File: src/rtl/core/crcfp_pkg.sv
// Shared types, codes and CRC-32 table functions for the forcing patch block.
`timescale 1ns / 1ps
package crcfp_pkg;

    localparam logic [31:0] CRC_POLY    = 32'hEDB88320;
    localparam logic [31:0] CRC_ONES    = 32'hFFFFFFFF;
    localparam logic [31:0] CRC_TOP_BIT = 32'h80000000;

    typedef logic [1:0] t_func;

    localparam t_func FUNC_FRONT  = 2'd0;
    localparam t_func FUNC_BEHIND = 2'd1;
    localparam t_func FUNC_FINISH = 2'd2;

    typedef struct packed {
        t_func      func;
        logic [7:0] data;
    } t_item;

    // Forward table entry: eight reflected shift steps of the byte.
    function automatic logic [31:0] crc_fwd_entry(input logic [7:0] idx);
        logic [31:0] v;
        v = {24'd0, idx};
        for (int k = 0; k < 8; k++) begin
            v = v[0] ? ((v >> 1) ^ CRC_POLY) : (v >> 1);
        end
        return v;
    endfunction

    // Reverse table entry: undoes eight forward shifts keyed by the top byte.
    function automatic logic [31:0] crc_rev_entry(input logic [7:0] idx);
        logic [31:0] v;
        v = {idx, 24'd0};
        for (int k = 0; k < 8; k++) begin
            v = ((v & CRC_TOP_BIT) != 32'd0) ? (((v ^ CRC_POLY) << 1) | 32'd1) : (v << 1);
        end
        return v;
    endfunction

    function automatic logic [31:0] crc_fwd_step(input logic [31:0] crc, input logic [7:0] b);
        return (crc >> 8) ^ crc_fwd_entry(crc[7:0] ^ b);
    endfunction

    function automatic logic [31:0] crc_back_step(input logic [31:0] crc, input logic [7:0] b);
        return (crc << 8) ^ crc_rev_entry(crc[31:24]) ^ {24'd0, b};
    endfunction

endpackage

File: src/rtl/core/crcfp_in_reg.sv
// Input register stage that holds one accepted beat until the engine takes it.
`timescale 1ns / 1ps
module crcfp_in_reg (
    input  logic           i_clk,
    input  logic           i_rst_n,
    input  logic           i_in_valid,
    input  logic [1:0]     i_func,
    input  logic [7:0]     i_data_byte,
    output logic           o_in_ready,
    input  logic           i_take,
    output logic           o_valid,
    output crcfp_pkg::t_item o_item
);
    import crcfp_pkg::*;

    logic  r_valid;
    t_item r_item;

    assign o_in_ready = !r_valid || i_take;
    assign o_valid    = r_valid;
    assign o_item     = r_item;

    always_ff @(posedge i_clk) begin
        if (!i_rst_n) begin
            r_valid <= 1'b0;
        end else if (o_in_ready) begin
            r_valid <= i_in_valid;
        end
    end

    always_ff @(posedge i_clk) begin
        if (i_in_valid && o_in_ready) begin
            r_item.func <= i_func;
            r_item.data <= i_data_byte;
        end
    end

endmodule

File: src/rtl/core/crcfp_engine.sv
// CRC state registers and the forward, backward and finish step logic.
`timescale 1ns / 1ps
module crcfp_engine (
    input  logic             i_clk,
    input  logic             i_rst_n,
    input  logic             i_cfg_we,
    input  logic [31:0]      i_cfg_data,
    input  logic             i_valid,
    input  crcfp_pkg::t_item i_item,
    input  logic             i_slot_free,
    output logic             o_take,
    output logic             o_res_valid,
    output logic [31:0]      o_res_word
);
    import crcfp_pkg::*;

    logic [31:0] r_target;
    logic [31:0] r_fwd;
    logic [31:0] r_bwd;
    logic        r_started;

    logic [31:0] n_fwd;
    logic [31:0] n_bwd;
    logic        n_started;
    logic [31:0] bwd_base;
    logic [31:0] fin_word;

    // The backward register is loaded from the target on its first use.
    assign bwd_base = r_started ? r_bwd : (r_target ^ CRC_ONES);

    // A finish beat waits only when the result register cannot take its word.
    assign o_take      = i_valid && ((i_item.func != FUNC_FINISH) || i_slot_free);
    assign o_res_valid = o_take && (i_item.func == FUNC_FINISH);
    assign o_res_word  = fin_word;

    always_comb begin
        fin_word = bwd_base;
        for (int k = 3; k >= 0; k--) begin
            fin_word = crc_back_step(fin_word, r_fwd[8*k +: 8]);
        end
    end

    always_comb begin
        n_fwd     = r_fwd;
        n_bwd     = r_bwd;
        n_started = r_started;
        unique case (i_item.func)
            FUNC_FRONT: begin
                n_fwd = crc_fwd_step(r_fwd, i_item.data);
            end
            FUNC_BEHIND: begin
                n_bwd     = crc_back_step(bwd_base, i_item.data);
                n_started = 1'b1;
            end
            FUNC_FINISH: begin
                n_fwd     = CRC_ONES;
                n_started = 1'b0;
            end
            default: begin
            end
        endcase
    end

    always_ff @(posedge i_clk) begin
        if (!i_rst_n) begin
            r_target <= 32'd0;
        end else if (i_cfg_we) begin
            r_target <= i_cfg_data;
        end
    end

    always_ff @(posedge i_clk) begin
        if (!i_rst_n) begin
            r_fwd     <= CRC_ONES;
            r_started <= 1'b0;
        end else if (o_take) begin
            r_fwd     <= n_fwd;
            r_started <= n_started;
        end
    end

    always_ff @(posedge i_clk) begin
        if (o_take) begin
            r_bwd <= n_bwd;
        end
    end

endmodule

File: src/rtl/core/crcfp_out_reg.sv
// Result register that holds one patch word until the consumer takes it.
`timescale 1ns / 1ps
module crcfp_out_reg (
    input  logic        i_clk,
    input  logic        i_rst_n,
    input  logic        i_load,
    input  logic [31:0] i_word,
    output logic        o_slot_free,
    output logic        o_out_valid,
    input  logic        i_out_ready,
    output logic [31:0] o_patch_word
);
    logic        r_valid;
    logic [31:0] r_word;

    assign o_slot_free  = !r_valid || i_out_ready;
    assign o_out_valid  = r_valid;
    assign o_patch_word = r_word;

    always_ff @(posedge i_clk) begin
        if (!i_rst_n) begin
            r_valid <= 1'b0;
        end else if (i_load) begin
            r_valid <= 1'b1;
        end else if (i_out_ready) begin
            r_valid <= 1'b0;
        end
    end

    always_ff @(posedge i_clk) begin
        if (i_load) begin
            r_word <= i_word;
        end
    end

endmodule

File: src/rtl/core/crc32_forcing_patch_top.sv
// Top level of the CRC-32 forcing patch generator.
// A finish beat's patch word is built combinationally and registered as it is taken.
// Throughput: one beat per cycle unless a finish beat waits on a full result register;
// the byte beat's table step and the four chained reverse-table steps are combinational.
// Reset (synchronous, active low) sets the target to zero, the forward CRC to
// all ones, clears the backward-started flag and empties both beat registers.
`timescale 1ns / 1ps
module crc32_forcing_patch_top (
    input  logic        i_clk,
    input  logic        i_rst_n,
    input  logic        i_cfg_we,
    input  logic [31:0] i_cfg_data,
    input  logic        i_in_valid,
    output logic        o_in_ready,
    input  logic [1:0]  i_func,
    input  logic [7:0]  i_data_byte,
    output logic        o_out_valid,
    input  logic        i_out_ready,
    output logic [31:0] o_patch_word
);
    import crcfp_pkg::*;

    // The input register decouples the upstream handshake from the engine:
    // a beat moves on whenever the engine takes it, so byte beats keep
    // flowing even while a finished patch word waits in the result register.
    logic        stg_valid;
    t_item       stg_item;
    logic        take;
    logic        slot_free;
    logic        res_valid;
    logic [31:0] res_word;

    crcfp_in_reg u_in_reg (
        .i_clk       (i_clk),
        .i_rst_n     (i_rst_n),
        .i_in_valid  (i_in_valid),
        .i_func      (i_func),
        .i_data_byte (i_data_byte),
        .o_in_ready  (o_in_ready),
        .i_take      (take),
        .o_valid     (stg_valid),
        .o_item      (stg_item)
    );

    // The engine owns the target, forward and backward CRC registers. Only a
    // finish beat can stall, and only when the result register is still full.
    crcfp_engine u_engine (
        .i_clk       (i_clk),
        .i_rst_n     (i_rst_n),
        .i_cfg_we    (i_cfg_we),
        .i_cfg_data  (i_cfg_data),
        .i_valid     (stg_valid),
        .i_item      (stg_item),
        .i_slot_free (slot_free),
        .o_take      (take),
        .o_res_valid (res_valid),
        .o_res_word  (res_word)
    );

    // The result register frees its slot in the same cycle its beat is taken,
    // so back-to-back finish beats also run at full rate while the consumer is ready.
    crcfp_out_reg u_out_reg (
        .i_clk        (i_clk),
        .i_rst_n      (i_rst_n),
        .i_load       (res_valid),
        .i_word       (res_word),
        .o_slot_free  (slot_free),
        .o_out_valid  (o_out_valid),
        .i_out_ready  (i_out_ready),
        .o_patch_word (o_patch_word)
    );

endmodule
File: config.mk
export PLATFORM = sky130hd
export DESIGN_NAME = crc32_forcing_patch_top
export DESIGN_NICKNAME = d
export VERILOG_FILES = /design/src/rtl/core/crcfp_pkg.sv /design/src/rtl/core/crcfp_in_reg.sv /design/src/rtl/core/crcfp_engine.sv /design/src/rtl/core/crcfp_out_reg.sv /design/src/rtl/core/crc32_forcing_patch_top.sv
export SDC_FILE = /design/constraint.sdc
export NUM_CORES = 1
export LEC_CHECK = 0
export ABC_AREA = 1
export BUFFER_PORTS_ARGS = -buffer_cell sky130_fd_sc_hd__buf_2
export CORE_ASPECT_RATIO = 0.5
export CORE_UTILIZATION = 34
export CTS_CLUSTER_SIZE = 8
export DETAILED_ROUTE_END_ITERATION = 8
export PLACE_DENSITY = 0.48
export REMOVE_ABC_BUFFERS = 1
export SLEW_MARGIN = 30
export SYNTH_ARGS = -nofsm -noshare
export SYNTH_HDL_FRONTEND = slang
export SYNTH_SLANG_ARGS = --single-unit
File: constraint.sdc
create_clock -name i_clk -period 10.3 [get_ports i_clk]
set_input_delay 1.545 -clock i_clk [delete_from_list [all_inputs] [get_ports i_clk]]
set_output_delay 1.545 -clock i_clk [all_outputs]
set_load 0.03 [all_outputs]
== Word level (Yosys, flattened, before mapping) ==
Cells that the tools add are included.
W data, S select, Z words.

* Register bits after elaboration: 141
* Latch bits: 0
* Bits in writable memories: 0
* ROM bits: 0
* Output and inout bits: 34
* Logic and storage cells: 124
* Memories: 0

* $add $sub $neg: 0
* $mul: 0
* Div/mod/pow operators: 0
* Magnitude comparators: 0
* Equality and inequality tests: 3
* Shift-type cells: 0
* Multiplexer cells: 45
* Bitwise logic cells: 52
* Reduce and logical (&&, ||, !) cells: 15

{| class="wikitable"
|+ Operators by type and width
! operator !! number
|-
| $mux W32 || 41
|-
| $not A13 Y13 || 32
|-
| $xor A32 B8 Y32 || 5
|-
| $xor A32 B32 Y32 || 4
|-
| $not A13 Y14 || 7
|-
| $pmux W32 S2 || 1
|-
| $not A32 Y32 || 1
|-
| $xor A24 B32 Y32 || 1
|-
| $not A1 Y14 || 1
|-
| $xor A8 B8 Y8 || 1
|-
| $reduce_and A2 Y1 || 3
|-
| $reduce_bool A2 Y1 || 3
|-
| $logic_and A1 B1 Y1 || 3
|-
| $logic_or A1 B1 Y1 || 3
|-
| $eq A2 B1 Y1 const B || 1
|-
| $eq A2 B2 Y1 const B || 1
|-
| $logic_not A1 Y1 || 2
|-
| $logic_not A2 Y1 || 1
|-
| $mux W1 || 2
|-
| $ne A2 B2 Y1 const B || 1
|-
| $pmux W1 S2 || 1
|}

== Logic depth before layout (Yosys ltp) ==
* Depth in word-level cells: 74
* Gate-level depth with buffers: 57
* Gate-level depth less buffers: 56

== Modules after synthesis ==
Synthesis repeated with hierarchy kept, for this count alone.

* Cell total of the unflattened synthesis: 1,272
* Area, all modules: 10,269.8 sq um

{| class="wikitable"
|+ Modules (own cells, without submodules)
! module !! times used !! cells an instance !! area each (sq um) !! sequential area each (sq um)
|-
| crcfp_engine || 1 || 1,217 || 8,911.0 || 2,262.2
|-
| crcfp_out_reg || 1 || 38 || 1,007.2 || 980.9
|-
| crcfp_in_reg || 1 || 17 || 351.6 || 320.3
|}

== Worst setup path after synthesis ==
No wires, ideal clock.

* Path kind: reg2reg
* From: register u_engine.r_started
* To: register u_out_reg.r_word[27] (netlist: u_out_reg.o_patch_word[27]) (data pin)
* Setup time: 249 ps
* Arrival time: 4,981 ps
* Data required time: 10,051 ps
* Path slack: 5,070 ps
* Cell stages (with the launch flop): 50
* Buffers on the path: 3
* Clock period less this slack: 5,230 ps
* Path through: dfxtp_1 -> buf_6 -> buf_8 -> buf_4 -> o21ai_1 -> inv_1 -> xor2_1 -> inv_1 -> nand2_4 -> nand2_2 -> nand2_1 -> nand3_1 -> nand2_4 -> nand3_1 -> nand2_2 -> nand2_1 -> nand2_2 -> inv_2 -> [14 not listed] -> nand3_2 -> nand2_4 -> nand2_1 -> nand3_2 -> nand2_2 -> nand2_2 -> nand2_4 -> nand2_1 -> nand2_2 -> nand2_2 -> nand2_1 -> nand2_1 -> nand3_2 -> nand2_2 -> nand2_4 -> nand3_1 -> nand2_1 -> inv_1

* Cells in the longest elaborated chain, start to end: 62

{| class="wikitable"
|+ Ends and longest elaborated chain
! what !! RTL line !! RTL
|-
| from (decl) || crcfp_engine.sv:20 || <nowiki>logic r_started;</nowiki>
|-
| from (signal assigned) || crcfp_engine.sv:78 || <nowiki>r_started <= n_started;</nowiki>
|-
| $mux W32 (*) || crcfp_engine.sv:29 || <nowiki>assign bwd_base = r_started ? r_bwd : (r_target ^ CRC_ONES);</nowiki>
|-
| $not A13 Y13 (no line) || n/a ||
|-
| $mux W32 || crcfp_pkg.sv:35 || <nowiki>v = ((v & CRC_TOP_BIT) != 32'd0) ? (((v ^ CRC_POLY) << 1) | 32'd1) : (v << 1);</nowiki>
|-
| $not A13 Y13 (no line) || n/a ||
|-
| $mux W32 (2 in series) || crcfp_pkg.sv:35 ||
|-
| $not A13 Y13 (no line) || n/a ||
|-
| $mux W32 || crcfp_pkg.sv:35 ||
|-
| $not A13 Y13 (no line) or $mux W32 (tied branches) || n/a ||
|-
| [46 not listed] || n/a ||
|-
| $not A13 Y13 (no line) || n/a ||
|-
| $mux W32 || crcfp_pkg.sv:35 ||
|-
| $mux W32 or $not A13 Y13 (tied branches) || n/a ||
|-
| $not A13 Y13 (no line) or $mux W32 (tied branches) || n/a ||
|-
| $mux W32 || crcfp_pkg.sv:35 ||
|-
| $xor A32 B32 Y32 (*) || crcfp_pkg.sv:45 || <nowiki>return (crc << 8) ^ crc_rev_entry(crc[31:24]) ^ {24'd0, b};</nowiki>
|-
| $xor A32 B8 Y32 (*) || crcfp_pkg.sv:45 ||
|-
| named net res_word[27] || crc32_forcing_patch_top.sv:31 || <nowiki>logic [31:0] res_word;</nowiki>
|-
| to (signal assigned) || crcfp_out_reg.sv:32 || <nowiki>r_word <= i_word;</nowiki>
|-
| to (decl) || crcfp_out_reg.sv:14 || <nowiki>logic [31:0] r_word;</nowiki>
|}

The timed path passes the listed nets; every way through them passes the cells marked *.
A chain may end at the register's enable or synchronous reset.

== Final worst setup path ==
* From: register u_engine.r_started
* To: register u_out_reg.r_word[26] (netlist: u_out_reg.o_patch_word[26]) (data pin)

* Cells in the longest elaborated chain, start to end: 61

{| class="wikitable"
|+ Ends and longest elaborated chain
! what !! RTL line
|-
| $mux W32 (*) || crcfp_engine.sv:29
|-
| $not A13 Y13 (no line) or $mux W32 (tied branches) || n/a
|-
| $mux W32 or $not A13 Y13 (tied branches) (2 in series) || n/a
|-
| $not A13 Y13 (no line) or $mux W32 (tied branches) || n/a
|-
| $mux W32 or $not A13 Y13 (tied branches) (2 in series) || n/a
|-
| $not A13 Y13 (no line) or $mux W32 (tied branches) || n/a
|-
| $mux W32 or $not A13 Y13 (tied branches) || n/a
|-
| $not A13 Y13 (no line) or $mux W32 (tied branches) || n/a
|-
| [42 not listed] || n/a
|-
| $mux W32 or $not A13 Y13 (tied branches) (2 in series) || n/a
|-
| $not A13 Y13 (no line) or $mux W32 (tied branches) || n/a
|-
| $mux W32 or $not A13 Y13 (tied branches) || n/a
|-
| $not A13 Y13 (no line) or $mux W32 (tied branches) || n/a
|-
| $mux W32 (2 in series) || crcfp_pkg.sv:35
|-
| $xor A32 B32 Y32 (*) || crcfp_pkg.sv:45
|-
| $xor A32 B8 Y32 (*) || crcfp_pkg.sv:45
|-
| named net res_word[26] || crc32_forcing_patch_top.sv:31
|}

Marks and branches as above.

==> results.toml <==
[global_route]
gr-total-overflow = 0
grt_pass1_vias = 8054
grt_max_degree = 52
track_usage_pct = 20.1
antenna_found_initial = 0
grt_pass1_wl_um = 46200

[placed_design]
dp_slack_ps = 3220
globalplace.congestion = 0.926
hpwlAfterDp_um = 23500
io_buffer_count = 80
placed_area_mm2 = 0.0110

[timing]
skew_ps = 11.8
slew_headroom_pct = 52.4
max_clock_freq_ghz = 0.141
slew_viol_final = 0
finalCritPeriodShare_pct = 68.8
setup_slack_ps = 3210
layout_min_cycle_time_ps = 7090
finalSetupTns_ps = 0
worst_slew_pin_slew_ps = 709
final_hold_viol_count = 0
rsz0062_at_grt = "false"
finalSetupViolCount = 0

[yosys]
synth_top_family_by_area = "simple AND/OR/NAND/NOR gates"
yosysSeqAreaShare_pct = 34.9
synth_mux_area_share_pct = 0
synth_cell_types = 38
synth_compound_area_share_pct = 7.69
synth-adder-area-share_pct = 0.368
yosys_warnings = 0
synth-seq-cells = 141
synth_area_mm2 = 0.0102
yosys_most_used_dff = "edfxtp_1"
synth_edf_count = 74
netlist_instances = 1273
synth_area_per_cell_um2 = 8.01
synth_xor_area_share_pct = 22.3
async_flop_share_pct = 0
synth-simple-area-share_pct = 29.2

[routing]
ant_nets = 0
drtIter0Drc = 497
routedWlPerCell_um = 16.9
drc_errors = 4
vias_per_cell = 4.77
num_vias = 8363
wl_um = 29700
dr.pass1.iters = 7

[min_path]
hold_class = "register to register"
worstHoldStart = "u_engine.r_target[23]"
hold_depth = 2
whs_endpoint = "u_engine.r_target[23]"

[outcome]
violations = "DRC"
status = "finished, violations left"

[die]
start_util_pct = 34.9
rows = 44
dieArea_mm2 = 0.0307
coreArea_mm2 = 0.0292
io_pins = 81
die_h_um = 124
die_w_um = 247

[worst_setup_path]
cp_slowest_stage_delay_ps = 680
required_ps = 10500
r2r_slack_ps = 3210
timing.rr.end = "u_out_reg.o_patch_word[26]"
cpMostUsedCell = "nand2_1"
critical_path.max_fanout = 33
worstSetupPathType = "register to register"
slowest_stage = "dfxtp_2"
worst_setup_path_start_kind = "register"
cp_data_arrival_time_ps = 7290
r2r-start = "u_engine.r_started"
endpoint_kind = "register"
reg2regPathDepth = 44

[clocking]
cts_resized = 0
cts_inserted_buffers = 17
cts_tree = "done"
cts_sinks = 141
cts_setup_buffers = 0
htreeDepth = 4
clk_path_buf_depth = 2
clkLatencyLatePin_ps = 450
root_buffer = "clkbuf_16"
hold_buffers = 0
path_clk_slew_ps = 70

[cells_and_area]
syn2layout_area_growth_pct = 13.8
nNetsFinal = 1401
final_cell_mix = "nand2_1, xor2_1, nand3_1, o21ai_0, inv_1"
antenna_cells = 0
drive_above_1_share_pct = 20.5
fin_util_pct = 39.7
final_area_mm2 = 0.0116
final_common_cell = "nand2_1"

[flow_run]
maxCapViolCount = 0
## synth_stat cells, types with 4 or more instances
cell type | instances | area [um^2]
a21oi_1 | 22 | 110
clkbuf_1 | 22 | 82.6
dfxtp_1 | 67 | 1340
edfxtp_1 | 74 | 2220
inv_1 | 93 | 349
inv_2 | 18 | 67.6
nand2_1 | 267 | 1000
nand2_2 | 69 | 432
nand2_4 | 24 | 270
nand3_1 | 108 | 541
nand3_2 | 26 | 260
nand3b_1 | 12 | 90.1
nor2_1 | 78 | 293
o211ai_1 | 14 | 105
o21ai_0 | 98 | 490
o21ai_2 | 4 | 35.0
or2_2 | 5 | 31.3
xnor2_1 | 66 | 578
xor2_1 | 172 | 1510
xor2_2 | 6 | 97.6
## worst max-delay path, delay by kind of cell (launching register included)
family	cells	cell delay, ps
xor gates and xnor gates	3	1140
buffers and inverters	3	500
DFF	1	680
and+or+nand+nor	38	4510
## through the flow
step,hold slack [ps],std cells
detailed placement,492,1723
global placement,489,1723
floorplan,457,1246
global route,535,1755
CTS,509,1755
finish,503,1755
## worst max path at each step
stage | startpoint | endpoint | slack, ps | depth (start not counted)
6_report | u_engine.r_started | u_out_reg.o_patch_word[26] | 3210 | 44
5_1_grt | u_engine.r_started | u_out_reg.o_patch_word[30] | 2400 | 45
4_1_cts | u_engine.r_started | u_out_reg.o_patch_word[26] | 3190 | 38
3_5_place_dp | u_engine.r_started | u_out_reg.o_patch_word[26] | 3220 | 38
3_3_place_gp | u_engine.r_started | u_out_reg.o_patch_word[26] | 3320 | 38
2_1_floorplan | u_engine.r_started | u_out_reg.o_patch_word[27] | 4040 | 53
## kinds of logic (layout without fill, tap and decap cells)
kind of cell,Yosys count,after routing
buffers and inverters,141,232
xor gates and xnor gates,248,248
and+or+nand+nor,597,597
adders and majority gates,3,3
DFF,141,141
AOI/OAI and AO/OA,143,143
## registers in the layout, indices dropped and copies added (netlist names)
signal / count
u_engine.r_bwd: 32
u_engine.r_fwd: 32
u_engine.r_started: 1
u_engine.r_target: 32
u_in_reg.o_item: 10
u_in_reg.o_valid: 1
u_out_reg.o_out_valid: 1
u_out_reg.o_patch_word: 32
## metal layers
metal	track usage, %	vias to the layer above	share of wire (%)
li1	-	4277	-
met1	29.1	3890	52
met2	29.7	159	42
met3	3.92	37	3.7
met4	6.17	0	1.9
met5	0	-	0
## final cells by class
type | instances | area (um^2)
Timing Repair Buffer | 86 | 445
Sequential cell | 141 | 3560
Multi-Input combinational cell | 991 | 6090
Clock inverter | 14 | 156
Clock buffer | 18 | 429
Fill cell | 3011 | 17600
Tap cell | 391 | 489
Inverter | 114 | 430
Power is not shown: default switching activity piles up to over one toggle a cycle in this logic, so the estimate is an artifact.
